[config.mk]
export PLATFORM = sky130hd
export DESIGN_NAME = pca_ctrl
export DESIGN_NICKNAME = d
export VERILOG_FILES = /design/src/rtl/core/pca_pkg.sv /design/src/rtl/core/pca_ctrl.sv
export SDC_FILE = /design/constraint.sdc
export NUM_CORES = 1
export LEC_CHECK = 0
export ABC_CLOCK_PERIOD_IN_PS = 1900
export BUFFER_PORTS_ARGS = -buffer_cell sky130_fd_sc_hd__buf_4
export CORE_AREA = 4 4 45 47
export CTS_BUF_LIST = sky130_fd_sc_hd__clkbuf_2 sky130_fd_sc_hd__clkbuf_4 sky130_fd_sc_hd__clkbuf_8
export CTS_CLUSTER_DIAMETER = 40
export DETAILED_ROUTE_END_ITERATION = 8
export DIE_AREA = 0 0 49 51
export PLACE_DENSITY = 0.71
export SYNTH_ARGS = -nofsm -noshare
export SYNTH_HDL_FRONTEND = slang
export SYNTH_SLANG_ARGS = --single-unit
[constraint.sdc]
create_clock -name clk -period 1.9 [get_ports clk]
set_input_delay 0.285 -clock clk [delete_from_list [all_inputs] [get_ports clk]]
set_output_delay 0.285 -clock clk [all_outputs]
set_load 0.05 [all_outputs]
[src/rtl/core/pca_pkg.sv]
// Shared types, constants and datapath commands for the polygon centroid accumulator.
package pca_pkg;

  localparam int FRAC_BITS  = 16;
  localparam int COUNT_BITS = 16;

  localparam logic [1:0] CFG_BOX_MIN_X = 2'd0;
  localparam logic [1:0] CFG_BOX_MIN_Y = 2'd1;
  localparam logic [1:0] CFG_BOX_MAX_X = 2'd2;
  localparam logic [1:0] CFG_BOX_MAX_Y = 2'd3;

  localparam logic [1:0] ST_OK        = 2'd0;
  localparam logic [1:0] ST_FEW       = 2'd1;
  localparam logic [1:0] ST_AREA      = 2'd2;
  localparam logic [1:0] ST_RANGE     = 2'd3;

  typedef struct packed {
    logic signed [31:0] vertex_x;
    logic signed [31:0] vertex_y;
    logic               last_vertex;
  } pca_in_t;

  typedef struct packed {
    logic signed [31:0] centroid_x;
    logic signed [31:0] centroid_y;
    logic [1:0]         status;
  } pca_out_t;

  typedef enum logic [4:0] {
    OP_NONE,
    OP_LOAD,
    OP_DIV_N,
    OP_SET_N,
    OP_ORIGIN,
    OP_DIFF,
    OP_CROSS_A,
    OP_CROSS_B,
    OP_AREA,
    OP_ACC_AREA,
    OP_W_LO,
    OP_W_HI,
    OP_W_MUL,
    OP_W_ADD,
    OP_ADVANCE,
    OP_FIN_CHECK,
    OP_DIV_U,
    OP_SET_U,
    OP_RANGE,
    OP_SCALE,
    OP_EMIT
  } dp_op_t;

  typedef struct packed {
    dp_op_t op;
    logic   axis_y;
  } dp_cmd_t;

  typedef struct packed {
    logic last;
    logic count_zero;
    logic count_ge2;
    logic div_busy;
    logic out_full;
  } dp_stat_t;

endpackage

[src/rtl/core/pca_ctrl.sv]
// Controller state machine that sequences the datapath through each vertex and the final result.
module pca_ctrl import pca_pkg::*; (
  input  logic     clk,
  input  logic     rst,
  input  logic     in_valid,
  output logic     in_ready,
  input  dp_stat_t stat,
  output dp_cmd_t  cmd
);

  typedef enum logic [5:0] {
    S_IDLE, S_DIV_NX, S_WAIT_NX, S_SET_NX, S_DIV_NY, S_WAIT_NY, S_SET_NY,
    S_ORIGIN, S_DIFF, S_CROSS_A, S_CROSS_B, S_AREA, S_ACC_AREA,
    S_WX_LO, S_WX_HI, S_WX_MUL, S_WX_ADD, S_WY_LO, S_WY_HI, S_WY_MUL, S_WY_ADD,
    S_ADVANCE, S_FIN_CHECK, S_DIV_UX, S_WAIT_UX, S_SET_UX, S_DIV_UY, S_WAIT_UY,
    S_SET_UY, S_RANGE, S_SCALE_X, S_SCALE_Y, S_EMIT
  } state_t;

  state_t state;

  assign in_ready = (state == S_IDLE);

  always_comb begin
    cmd.axis_y = 1'b0;
    case (state)
      S_IDLE:      cmd.op = in_valid ? OP_LOAD : OP_NONE;
      S_DIV_NX:    cmd.op = OP_DIV_N;
      S_SET_NX:    cmd.op = OP_SET_N;
      S_DIV_NY:    begin cmd.op = OP_DIV_N; cmd.axis_y = 1'b1; end
      S_SET_NY:    begin cmd.op = OP_SET_N; cmd.axis_y = 1'b1; end
      S_ORIGIN:    cmd.op = OP_ORIGIN;
      S_DIFF:      cmd.op = OP_DIFF;
      S_CROSS_A:   cmd.op = OP_CROSS_A;
      S_CROSS_B:   cmd.op = OP_CROSS_B;
      S_AREA:      cmd.op = OP_AREA;
      S_ACC_AREA:  cmd.op = OP_ACC_AREA;
      S_WX_LO:     cmd.op = OP_W_LO;
      S_WX_HI:     cmd.op = OP_W_HI;
      S_WX_MUL:    cmd.op = OP_W_MUL;
      S_WX_ADD:    cmd.op = OP_W_ADD;
      S_WY_LO:     begin cmd.op = OP_W_LO; cmd.axis_y = 1'b1; end
      S_WY_HI:     begin cmd.op = OP_W_HI; cmd.axis_y = 1'b1; end
      S_WY_MUL:    begin cmd.op = OP_W_MUL; cmd.axis_y = 1'b1; end
      S_WY_ADD:    begin cmd.op = OP_W_ADD; cmd.axis_y = 1'b1; end
      S_ADVANCE:   cmd.op = OP_ADVANCE;
      S_FIN_CHECK: cmd.op = OP_FIN_CHECK;
      S_DIV_UX:    cmd.op = OP_DIV_U;
      S_SET_UX:    cmd.op = OP_SET_U;
      S_DIV_UY:    begin cmd.op = OP_DIV_U; cmd.axis_y = 1'b1; end
      S_SET_UY:    begin cmd.op = OP_SET_U; cmd.axis_y = 1'b1; end
      S_RANGE:     cmd.op = OP_RANGE;
      S_SCALE_X:   cmd.op = OP_SCALE;
      S_SCALE_Y:   begin cmd.op = OP_SCALE; cmd.axis_y = 1'b1; end
      S_EMIT:      cmd.op = stat.out_full ? OP_NONE : OP_EMIT;
      default:     cmd.op = OP_NONE;
    endcase
  end

  always_ff @(posedge clk) begin
    if (rst) begin
      state <= S_IDLE;
    end else begin
      case (state)
        S_IDLE:      if (in_valid) state <= S_DIV_NX;
        S_DIV_NX:    state <= S_WAIT_NX;
        S_WAIT_NX:   if (!stat.div_busy) state <= S_SET_NX;
        S_SET_NX:    state <= S_DIV_NY;
        S_DIV_NY:    state <= S_WAIT_NY;
        S_WAIT_NY:   if (!stat.div_busy) state <= S_SET_NY;
        S_SET_NY: begin
          if (stat.count_zero) state <= S_ORIGIN;
          else if (stat.count_ge2) state <= S_DIFF;
          else state <= S_ADVANCE;
        end
        S_ORIGIN:    state <= S_ADVANCE;
        S_DIFF:      state <= S_CROSS_A;
        S_CROSS_A:   state <= S_CROSS_B;
        S_CROSS_B:   state <= S_AREA;
        S_AREA:      state <= S_ACC_AREA;
        S_ACC_AREA:  state <= S_WX_LO;
        S_WX_LO:     state <= S_WX_HI;
        S_WX_HI:     state <= S_WX_MUL;
        S_WX_MUL:    state <= S_WX_ADD;
        S_WX_ADD:    state <= S_WY_LO;
        S_WY_LO:     state <= S_WY_HI;
        S_WY_HI:     state <= S_WY_MUL;
        S_WY_MUL:    state <= S_WY_ADD;
        S_WY_ADD:    state <= S_ADVANCE;
        S_ADVANCE:   state <= stat.last ? S_FIN_CHECK : S_IDLE;
        S_FIN_CHECK: state <= S_DIV_UX;
        S_DIV_UX:    state <= S_WAIT_UX;
        S_WAIT_UX:   if (!stat.div_busy) state <= S_SET_UX;
        S_SET_UX:    state <= S_DIV_UY;
        S_DIV_UY:    state <= S_WAIT_UY;
        S_WAIT_UY:   if (!stat.div_busy) state <= S_SET_UY;
        S_SET_UY:    state <= S_RANGE;
        S_RANGE:     state <= S_SCALE_X;
        S_SCALE_X:   state <= S_SCALE_Y;
        S_SCALE_Y:   state <= S_EMIT;
        S_EMIT:      if (!stat.out_full) state <= S_IDLE;
        default:     state <= S_IDLE;
      endcase
    end
  end

endmodule

---- After elaboration in Yosys (flattened, before gate mapping) ----
Index checks and enable logic that the tools add are counted.
storage, ports and cells
  output and inout port bits .............. 7
  flip-flop bits (word level) ............. 6
  bits of input ports ..................... 8
  logic and storage cells ................. 66
cells by class
  reductions and logical operators ........ 13
  eq/ne operators ......................... 38
  muxes and demuxes ....................... 14
operator list
  kind                number
  $pmux 6 s32         1
  $pmux 5 s20         1
  $eq 6x5->1 const B  16
  $eq 6x4->1 const B  8
  $mux 6              6
  $eq 6x3->1 const B  4
  $mux 5              4
  $reduce_or 2->1     10
  $eq 6x2->1 const B  2
  $ne 2x2->1 const B  6
  $reduce_or 9->1     1
  $eq 6x1->1 const B  1
  $eq 6x6->1 const B  1
  $logic_not 6->1     1
  $reduce_and 6->1    1
  $mux 1              2

---- Depth between registers and ports, before layout ----
Gate-level depths: netlist of the first run.
  depth in word-level cells ............... 3
  depth in mapped cells ................... 7
  depth with buffers taken out ............ 5

---- Least setup slack after synthesis of the first run ----
OpenSTA, ideal clock, no wires.
  path kind ............................... register to output
  start point ............................. reg state[4]
  end point ............................... out cmd[5] in the netlist's numbering
  arrival time ............................ 1.967 ns
  data required time ...................... 1.615 ns
  cell stages (with the launch flop) ...... 5
  slack ................................... -0.352 ns
  path buffers ............................ 1
  cells stage by stage .................... dfxtp_1 -> buf_4 -> nor2_2 -> nand3b_1 -> o31ai_1
RTL lines
  element                 RTL line        text
  from (decl)             pca_ctrl.sv:19  state_t state;
  from (signal assigned)  pca_ctrl.sv:61  state <= S_IDLE;
  from (signal assigned)  pca_ctrl.sv:64  S_IDLE: if (in_valid) state <= S_DIV_NX;
  from (signal assigned)  pca_ctrl.sv:65  S_DIV_NX: state <= S_WAIT_NX;
  to (decl)               pca_ctrl.sv:8   output dp_cmd_t cmd

==> results by group, run 1 <==
Setup path
  • Critical path endpoint category: output pin
  • Worst setup SP type: flop
  • Worst EP required: 1620 ps
  • Signal arrival time at the worst endpoint: ~1700 ps
  • Critical setup path kind: flop to output pin
  • Crit-path max FO: 5

Layout
  • Layout cell share with drive strength beyond 1: 0.441
  • Biggest regs: state x6
  • Antenna Cells: 0
  • Number of filler cells placed in the layout: roughly 140
  • Commonest non-fill, non-tap cell in the layout: sky130_fd_sc_hd__buf_4
  • Area occupied by multi-input gates: approximately 630 um2
  • Reg with most FFs: state
  • Final cell count without fillers: about 150
  • Area Overhead vs Synth: 39.3%
  • Top library cells by usage in the layout, fill and taps aside: sky130_fd_sc_hd__buf_4, sky130_fd_sc_hd__nor2_1, sky130_fd_sc_hd__nand2_1
  • Max FFs per register: 6
  • Final net count: approximately 150
  • Storage element area: roughly 140 um2

Global routing
  • Largest net degree at the start of global routing: 14
  • Number of global-route vias before repair: about 860
  • Global-route congestion overflow total: 0
  • Antenna violations before repair: 0
  • Wire length of the first global-routing pass: 3.97 mm
  • Gr usage total: 0.202

Clock network
  • TritonCTS clock tree: built
  • H-Tree Depth: 1
  • Count of hold-fix buffers inserted at cts: 0
  • Clock latency at the later pin of the worst-skew pair: around 260 ps
  • Maximum count of clock buffers along a single path: 2
  • Cell chosen for the clock root: sky130_fd_sc_hd__clkbuf_4
  • Num CTS Buffers: 3
  • Clock transition at the registers of the reported paths: roughly 60 ps
  • CTS Sinks: 6

Logic synthesis
  • Post-synthesis mux area share: 0.0407
  • Adder-cell share of the synthesized area: 0
  • Dominant register cell in the synthesized netlist: sky130_fd_sc_hd__dfxtp_1
  • Flop and latch count out of synthesis: 6
  • Number of enable-type register cells in the synthesized netlist: 0
  • Ys Warns: 0
  • Simple-gate portion of the synthesized area: 0.297
  • Syn avg cell area: around 7.4 um2
  • Netlist area before placement: roughly 800 um2
  • Post-synthesis xor/xnor area fraction: 0.0423
  • Sequential share of the synthesized area: 0.150
  • Largest family of logic cells by synthesized area: compound AO/OA/AOI/OAI gates
  • Asr flop ratio synth: 0
  • Net count after synthesis: approximately 120
  • Number of different library cells in the post-synthesis netlist: just over 50
  • Post-Synthesis Cells: between 100 and 150
  • Compound-gate portion of the synthesized area: 0.355

Timing
  • Min Hold Slack: 216 ps
  • Final Worst Setup Slack: -67.0 ps
  • Minimum clock period after layout: approximately 2000 ps
  • Setup TNS: -67.0 ps
  • Final cycle utilization of the critical path: 1.04
  • Worst clock skew on the final layout: about 11 ps
  • Setup-failing EPs final: 1
  • Slew at the pin closest to its max-slew limit: ~440 ps
  • Peak Freq: 508 MHz
  • Hold Fails Final Rpt: 0
  • Count of pins over their slew limit: 0
  • Unrepaired setup endpoints after global routing: true
  • Max transition margin: 0.705

Die
  • Chip Width: a little under 50 um
  • I/O pin count: 15
  • Height of the die: between 50 and 60 um
  • Starting density of the core: 0.484
  • Area of the core region: approximately 0.0017 mm2
  • Placement row count: 15
  • Area of the die: around 0.0025 mm2

Pwr
  • Total chip power: between 1000 and 1500 uW
  • Sequential share of power: 0.176
  • Internal Dissipation: between 600 and 700 uW
  • Power per standard cell area: between 1000 and 1500 mW/mm2
  • Combinational Power Share: 0.730
  • Power spent charging and discharging nets: approximately 680 uW
  • Leakage Power: roughly 0.00046 uW
  • Maximum ir drop on the vdd rail: 0.000887 V
  • Switching power as a share of total power: 0.502
  • Clock share of power: 0.094

Detailed routing
  • Initial drt markers: 72
  • Post-route DRC: 0
  • Number of vias after detailed routing: a little over 1000
  • 1st-pass router iterations: 4
  • Post-detailed-route via-to-cell ratio: around 6.7
  • Post-route antenna net violation count: 0
  • Wire per inst: 18.6 um
  • Post-detailed-routing wire length: 2.85 mm

Place
  • Port bufs: 14
  • Number of cells in the design after placement: between 100 and 150
  • DP Worst Slack: 146 ps
  • Half-perimeter wire length of the detailed placement result: 1.80 mm
  • Routability congestion estimate: between 0.9 and 1

Worst hold path
  • Hold/Removal Path Class: input pin to flop

Status
  • Failing checks: setup timing
  • Result of the run: finished, violations left

Job
  • Number of max-cap violations: 0
[kinds of logic (layout without fill, tap and decap cells)]
group / after synthesis / in the layout
compound gates: 39 / 39
simple gates: 43 / 43
flops: 6 / 6
buf+inv: 15 / 43
xor+xnor: 3 / 3
mux: 2 / 2
[area by class of cell]
type | instances | share of cell area
multi-input cells | 87 | 0.562
inverters | 5 | 0.0202
clock buffers | 3 | 0.0202
repair buffers | 35 | 0.253
well taps | 17 | 0.0191
flip-flops and latches | 6 | 0.126
[power groups by stage]
stage	registers (uW)	logic [uW]	clock network, uW
final	237	983	126
after global routing	241	1030	138
after CTS	220	826	128
after detailed placement	215	817	0
after global placement	212	808	0
after floorplan	163	656	0
[critical path, cell delays in order, from the launching register on]
cell and delay [ps]:
sky130_fd_sc_hd__dfxtp_4 360, sky130_fd_sc_hd__nor2b_4 140, sky130_fd_sc_hd__mux4_2 480, sky130_fd_sc_hd__o31a_1 300, sky130_fd_sc_hd__buf_6 150
[metal layers]
metal,vias to the layer above,part of all wire,track usage
li1,467,-,-
met1,472,0.40,0.259
met2,72,0.47,0.311
met3,17,0.11,0.0758
met4,0,0.028,0.0628
met5,-,0,0
[synth_stat cells (2+ instances only)]
| master | instances | area, um2 |
|---|---|---|
| sky130_fd_sc_hd__o32ai_1 | 2 | 17.5 |
| sky130_fd_sc_hd__o2111ai_1 | 2 | 17.5 |
| sky130_fd_sc_hd__buf_4 | 2 | 15.0 |
| sky130_fd_sc_hd__or3_1 | 2 | 12.5 |
| sky130_fd_sc_hd__o211ai_1 | 2 | 15.0 |
| sky130_fd_sc_hd__o21a_1 | 2 | 15.0 |
| sky130_fd_sc_hd__o21ai_0 | 6 | 30.0 |
| sky130_fd_sc_hd__xor2_1 | 2 | 17.5 |
| sky130_fd_sc_hd__nor2_1 | 11 | 41.3 |
| sky130_fd_sc_hd__nand3b_1 | 3 | 22.5 |
| sky130_fd_sc_hd__nand2_1 | 8 | 30.0 |
| sky130_fd_sc_hd__clkbuf_1 | 2 | 7.51 |
| sky130_fd_sc_hd__nor3_1 | 2 | 10.0 |
| sky130_fd_sc_hd__buf_2 | 3 | 15.0 |
| sky130_fd_sc_hd__a21oi_1 | 7 | 35.0 |
| sky130_fd_sc_hd__buf_6 | 3 | 33.8 |
| sky130_fd_sc_hd__o31ai_1 | 3 | 22.5 |
| sky130_fd_sc_hd__dfxtp_1 | 6 | 120 |
| sky130_fd_sc_hd__nor2b_1 | 2 | 12.5 |
| sky130_fd_sc_hd__nand3_1 | 2 | 10.0 |
| sky130_fd_sc_hd__inv_1 | 3 | 11.3 |
| sky130_fd_sc_hd__nand2b_1 | 4 | 25.0 |
[worst paths after layout]
check                   startpoint               endpoint  slack (ps)  cells past startpoint
max          state[2]$_SDFFE_PP0P_                 cmd[3]         -70                      4
min                            rst  state[5]$_SDFFE_PP0P_         220                      2
max reg2reg  state[3]$_SDFFE_PP0P_  state[0]$_SDFFE_PP0P_         170                      8
min reg2reg  state[5]$_SDFFE_PP0P_  state[3]$_SDFFE_PP0P_         640                      1
[metrics by stage]
stage	util	instance area, um2
after floorplan	-	812
after CTS	0.609	1010
after detailed placement	0.589	972
final	0.674	1110
after global placement	0.589	972
after global routing	0.674	1110
[what timing repair did]
item                                   CTS  global route
setup buffers                            0             7
endpoints found under the hold margin    0             0
setup endpoints to repair                6             6
resized for setup                        7            18
pin swaps                                0             6
Power figures use the tool's default switching activity.
==> run 2, diff against run 1 <==
- CORE_AREA: 4 4 45 47 -> 4 4 47 49
- DIE_AREA: 0 0 49 51 -> 0 0 51 53
- PLACE_DENSITY: 0.71 -> 0.66
- REMOVE_ABC_BUFFERS: default -> 1
- SLEW_MARGIN: default -> 20
==> run 2 against run 1 <==
Effect of this change:
- the flow now finishes without violations
- cell area down 1.2%
- global-route usage fell by 0.45 points
- die area is 8.2% higher
- via count fell by 9.1%
- critical path depth did not move
- largest power group unchanged
- non-clock buffer count stayed put
- worst setup slack better by 75 ps
- critical path type unchanged
- sequential share of layout area decreased by 0.18 points
- core utilization down 8.4 points
==> results by group, run 2 (synthesized netlist as in run 1, its figures left out) <==
Die
  • Chip Width: 51 um (+4.1%)
  • Height of the die: 53 um (+3.9%)
  • I/O pin count: 15 (unchanged)
  • Area of the core region: 0.00186 mm2 (+13%)
  • Starting density of the core: 0.429 (-0.0547)
  • Area of the die: 0.00270 mm2 (+8.2%)
  • Placement row count: 16 (+1)

Global routing
  • Antenna violations before repair: 0 (unchanged)
  • Gr usage total: 0.197 (-0.00445)
  • Largest net degree at the start of global routing: 14 (unchanged)
  • Number of global-route vias before repair: 896 (+4.6%)
  • Global-route congestion overflow total: 0 (unchanged)
  • Wire length of the first global-routing pass: 4.04 mm (+1.9%)

Detailed routing
  • Post-detailed-routing wire length: 2.34 mm (-18%)
  • Post-route DRC: 0 (unchanged)
  • Wire per inst: 14.4 um (-23%)
  • Post-route antenna net violation count: 0 (unchanged)
  • Post-detailed-route via-to-cell ratio: 5.73 (-15%)
  • Number of vias after detailed routing: 934 (-9.1%)
  • Initial drt markers: 13 (-82%)
  • 1st-pass router iterations: 4 (unchanged)

Place
  • Half-perimeter wire length of the detailed placement result: 1.81 mm (+0.62%)
  • Routability congestion estimate: 0.896 (-2.9%)
  • Port bufs: 14 (unchanged)
  • DP Worst Slack: 153 ps (+6.82 ps)

Timing
  • Setup TNS: 0 ps (+67.0 ps)
  • Unrepaired setup endpoints after global routing: true
  • Final cycle utilization of the critical path: 0.996 (-0.0397)
  • Count of pins over their slew limit: 0 (unchanged)
  • Min Hold Slack: 230 ps (+13.7 ps)
  • Hold Fails Final Rpt: 0 (unchanged)
  • Peak Freq: 529 MHz (+4.0%)
  • Max transition margin: 0.723 (+0.0181)
  • Slew at the pin closest to its max-slew limit: 415 ps (-27.1 ps)
  • Setup-failing EPs final: 0 (-1)
  • Final Worst Setup Slack: 8.44 ps (+75.5 ps)
  • Worst clock skew on the final layout: 7.65 ps (-3.31 ps)
  • Minimum clock period after layout: 1890 ps (-75.5 ps)

Layout
  • Max FFs per register: 6 (unchanged)
  • Reg with most FFs: state
  • Area Overhead vs Synth: 37.6%
  • Storage element area: 136 um2 (-2.7%)
  • Commonest non-fill, non-tap cell in the layout: sky130_fd_sc_hd__buf_4
  • Number of filler cells placed in the layout: 168 (+24%)
  • Final standard cell utilization of the core: 0.591 (-0.0835)
  • Antenna Cells: 0 (unchanged)
  • Area occupied by multi-input gates: 608 um2 (-2.8%)
  • Top library cells by usage in the layout, fill and taps aside: sky130_fd_sc_hd__buf_4, sky130_fd_sc_hd__nor2_1, sky130_fd_sc_hd__nand2_1, sky130_fd_sc_hd__a21oi_1, sky130_fd_sc_hd__o21ai_0
  • Biggest regs: state x6
  • Layout cell share with drive strength beyond 1: 0.404 (-0.0368)
  • Final net count: 146 (unchanged)

Setup path
  • R2r setup slk: 180 ps (about the same)
  • Signal arrival time at the worst endpoint: 1610 ps (-70 ps)
  • Worst EP required: 1620 ps (about the same)
  • Worst path cell trace: nor2b_1, mux4_2, o31a_1, buf_6
  • Cell type of the slowest stage on the worst timing path: sky130_fd_sc_hd__mux4_2
  • Crit-path max FO: 4 (-1)
  • Worst setup SP type: flop
  • Critical setup path kind: flop to output pin
  • Critical path endpoint category: output pin
  • Max stage delay on crit path: 460 ps (-20 ps)

Clock network
  • TritonCTS clock tree: built
  • Clock latency at the later pin of the worst-skew pair: 250 ps (about the same)
  • Cell chosen for the clock root: sky130_fd_sc_hd__clkbuf_4
  • Num CTS Buffers: 3 (unchanged)
  • Maximum count of clock buffers along a single path: 2 (unchanged)
  • CTS Sinks: 6 (unchanged)
  • Clock transition at the registers of the reported paths: 50 ps (about the same)
  • H-Tree Depth: 1 (unchanged)
  • Count of hold-fix buffers inserted at cts: 0 (unchanged)

Pwr
  • Leakage Power: 0.000457 uW (-0.14%)
  • Power per standard cell area: 1130 mW/mm2 (-6.3%)
  • Maximum ir drop on the vdd rail: 0.000791 V (-11%)

Worst hold path
  • Hold/Removal Path Class: input pin to flop

Job
  • Number of max-cap violations: 0 (unchanged)

Status
  • Result of the run: complete, no violations
==> run 2: area by class of cell <==
| class | count | area share |
|---|---|---|
| Multi-Input combinational cell | 87 | 0.553 |
| Timing Repair Buffer | 35 | 0.253 |
| Sequential cell | 6 | 0.124 |
| Tap cell | 27 | 0.0307 |
| Clock buffer | 3 | 0.0205 |
| Inverter | 5 | 0.0193 |
==> run 2: metrics by stage <==
| step | std cells | instance area, um2 | total power [uW] |
|---|---|---|---|
| 4_1_cts | 161 | 1060 | 1200 |
| 3_5_place_dp | 157 | 1000 | 1040 |
| 2_1_floorplan | 98 | 728 | 739 |
| 6_report | 163 | 1100 | 1250 |
| 3_3_place_gp | 157 | 1000 | 1040 |
| 5_1_grt | 163 | 1100 | 1340 |
==> run 2: repair_timing <==
action                     CTS  global route
setup endpoints to repair    6             6
pin swaps                    2             4
resized for setup           11             9
setup buffers                1             2
==> run 2: power breakdown <==
part	leakage, uW	switching, uW	internal, uW	total, uW
sequential	0.0000522	71.9	164	235
combinational	0.000391	478	410	888
clock	0.0000138	51.0	71.8	123
total	0.000457	601	645	1250
==> run 2: final timing paths <==
| kind | startpoint | endpoint | depth (start not counted) |
|---|---|---|---|
| hold / removal | rst | state[5]$_SDFFE_PP0P_ | 2 |
| hold reg to reg | state[1]$_SDFFE_PP0P_ | state[1]$_SDFFE_PP0P_ | 2 |
| setup / recovery | state[2]$_SDFFE_PP0P_ | cmd[3] | 4 |
| setup reg to reg | state[3]$_SDFFE_PP0P_ | state[1]$_SDFFE_PP0P_ | 8 |
==> run 2: critical path: cells and delay by family (launching register included) <==
kind	cells	cell delay (ps)
muxes	1	460
DFF	1	350
AOI/OAI and AO/OA	1	260
buffers and inverters	1	150
and+or+nand+nor	1	140
==> run 2: per-layer routing <==
metal  GRT usage  vias up  wire [um]
li1            -      459          -
met1       0.258      441       1010
met2       0.322       28       1170
met3      0.0254        6        101
met4      0.0852        0         60
met5           0        -          0
==> run 3, diff against run 2 <==
- PLACE_DENSITY: 0.66 -> 0.77
==> run 3 against run 2 <==
Effect of this change:
- the flow now finishes with violations (setup timing)
- hold slack worse by 1.0 ps
- power hardly changed
- non-clock buffer count down 1
- critical path type unchanged
==> results by group, run 3 (synthesized netlist as in run 1, its figures left out) <==
Status
  • Failing checks: setup timing
  • Result of the run: finished, violations left

Layout
  • Storage element area: 136 um2 (unchanged)
  • Max FFs per register: 6 (unchanged)
  • Top library cells by usage in the layout, fill and taps aside: sky130_fd_sc_hd__buf_4, sky130_fd_sc_hd__nor2_1, sky130_fd_sc_hd__nand2_1, sky130_fd_sc_hd__a21oi_1
  • Number of filler cells placed in the layout: 157 (-6.5%)
  • Layout cell share with drive strength beyond 1: 0.385 (-0.0192)
  • Reg with most FFs: state
  • Final net count: 145 (-0.68%)
  • Antenna Cells: 0 (unchanged)
  • Commonest non-fill, non-tap cell in the layout: sky130_fd_sc_hd__buf_4
  • Area occupied by multi-input gates: 603 um2 (-0.82%)
  • Area Overhead vs Synth: 37.6% (unchanged)
  • Biggest regs: state x6

Pwr
  • Switching power as a share of total power: 0.492 (+0.0101)
  • Power per standard cell area: 1130 mW/mm2 (about the same)
  • Power spent charging and discharging nets: 614 uW (+2.2%)
  • Internal Dissipation: 633 uW (-1.9%)
  • Maximum ir drop on the vdd rail: 0.000894 V (+13%)
  • Clock share of power: 0.097 (-0.002)
  • Leakage Power: 0.000452 uW (-1.1%)
  • Sequential share of power: 0.194 (+0.005)
  • Total chip power: 1250 uW (about the same)
  • Combinational Power Share: 0.709 (-0.003)

Detailed routing
  • Post-detailed-routing wire length: 2.41 mm (+3.1%)
  • Wire per inst: 14.9 um (+3.8%)
  • Number of vias after detailed routing: 952 (+1.9%)
  • Initial drt markers: 30 (+17)
  • Post-detailed-route via-to-cell ratio: 5.88 (+2.6%)
  • Post-route DRC: 0 (unchanged)
  • Post-route antenna net violation count: 0 (unchanged)
  • 1st-pass router iterations: 4 (unchanged)

Global routing
  • Antenna violations before repair: 0 (unchanged)
  • Global-route congestion overflow total: 0 (unchanged)
  • Number of global-route vias before repair: 880 (-1.8%)
  • Wire length of the first global-routing pass: 3.86 mm (-4.4%)
  • Largest net degree at the start of global routing: 14 (unchanged)
  • Gr usage total: 0.188 (-0.00871)

Die
  • Height of the die: 53 um (unchanged)
  • I/O pin count: 15 (unchanged)
  • Chip Width: 51 um (unchanged)
  • Placement row count: 16 (unchanged)
  • Area of the core region: 0.00186 mm2 (unchanged)
  • Starting density of the core: 0.429 (unchanged)
  • Area of the die: 0.00270 mm2 (unchanged)

Place
  • DP Worst Slack: 105 ps (-48.3 ps)
  • Routability congestion estimate: 0.968 (+8.1%)
  • Half-perimeter wire length of the detailed placement result: 1.72 mm (-4.8%)
  • Port bufs: 14 (unchanged)

Setup path
  • Worst EP required: 1620 ps (about the same)
  • Critical setup path kind: flop to output pin
  • Signal arrival time at the worst endpoint: 1630 ps (+20 ps)
  • Critical path endpoint category: output pin
  • Crit-path max FO: 5 (+1)
  • Worst setup SP type: flop
  • R2r setup slk: 300 ps (+120 ps)

Timing
  • Max transition margin: 0.684 (-0.0394)
  • Slew at the pin closest to its max-slew limit: 474 ps (+58.5 ps)
  • Hold Fails Final Rpt: 0 (unchanged)
  • Unrepaired setup endpoints after global routing: true
  • Min Hold Slack: 229 ps (-1.00 ps)
  • Count of pins over their slew limit: 0 (unchanged)
  • Final cycle utilization of the critical path: 1.01 (+0.0103)
  • Minimum clock period after layout: 1910 ps (+19.5 ps)
  • Worst clock skew on the final layout: 1.18 ps (-6.47 ps)
  • Final Worst Setup Slack: -11.1 ps (-19.5 ps)
  • Peak Freq: 523 MHz (-1.0%)
  • Setup-failing EPs final: 1 (+1)

Clock network
  • H-Tree Depth: 1 (unchanged)
  • TritonCTS clock tree: built
  • CTS Sinks: 6 (unchanged)
  • Count of hold-fix buffers inserted at cts: 0 (unchanged)
  • Cell chosen for the clock root: sky130_fd_sc_hd__clkbuf_4
  • Clock latency at the later pin of the worst-skew pair: 250 ps (about the same)
  • Maximum count of clock buffers along a single path: 2 (unchanged)
  • Clock transition at the registers of the reported paths: 50 ps (about the same)
  • Num CTS Buffers: 3 (unchanged)

Job
  • Number of max-cap violations: 0 (unchanged)

Worst hold path
  • Hold/Removal Path Class: input pin to flop
==> run 3: cell types whose count changed in the layout (fill, tap and decap cells not counted), sizes merged <==
cell / before / now
clkinv: 2 / 1
buf: 35 / 34
inv: 3 / 4
==> run 3: path summary, 6_finish.rpt <==
kind,end,cells after the start,startpoint
hold reg to reg,state[4]$_SDFFE_PP0P_,2,state[4]$_SDFFE_PP0P_
setup / recovery,cmd[3],4,state[2]$_SDFFE_PP0P_
hold / removal,state[5]$_SDFFE_PP0P_,2,rst
setup reg to reg,state[0]$_SDFFE_PP0P_,6,state[1]$_SDFFE_PP0P_
==> run 3: through the flow <==
step,cell area [um2],util,std cells,setup TNS (ps)
after floorplan,728,-,98,-1200
after global placement,972,0.522,153,0
after detailed placement,972,0.522,153,0
after CTS,1020,0.550,157,-14.5
after global routing,1100,0.591,162,-146
final,1100,0.591,162,-11.1
==> run 3: layout make-up <==
class,count,area share
multi-input cells,87,0.548
repair buffers,34,0.256
flip-flops and latches,6,0.124
well taps,27,0.0307
clock buffers,3,0.0205
inverters,5,0.0205
==> run 3: power by group through the flow <==
stage / registers, uW / clock network [uW] / logic, uW
finish: 242 / 122 / 884
global route: 248 / 131 / 937
floorplan: 245 / 0 / 494
CTS: 227 / 121 / 825
detailed placement: 223 / 0 / 805
global placement: 218 / 0 / 793
==> run 3: metal layers <==
metal,share of wire,GRT usage,vias up
met3,0.068,0.0394,5
met4,0.016,0.0762,0
li1,-,-,456
met5,0,0,-
met2,0.49,0.322,37
met1,0.43,0.228,454
==> run 3: timing repair <==
action / CTS / global route
pin swaps: 1 / 4
gates resized for setup: 10 / 14
setup endpoints to repair: 6 / 6
buffers inserted: 1 / 5
==> run 3: worst max-delay path, cell delays in order (launching register included) <==
cell	delay (ps)
sky130_fd_sc_hd__dfxtp_4	360
sky130_fd_sc_hd__nor2b_4	130
sky130_fd_sc_hd__mux4_2	470
sky130_fd_sc_hd__o31a_1	260
sky130_fd_sc_hd__buf_6	150
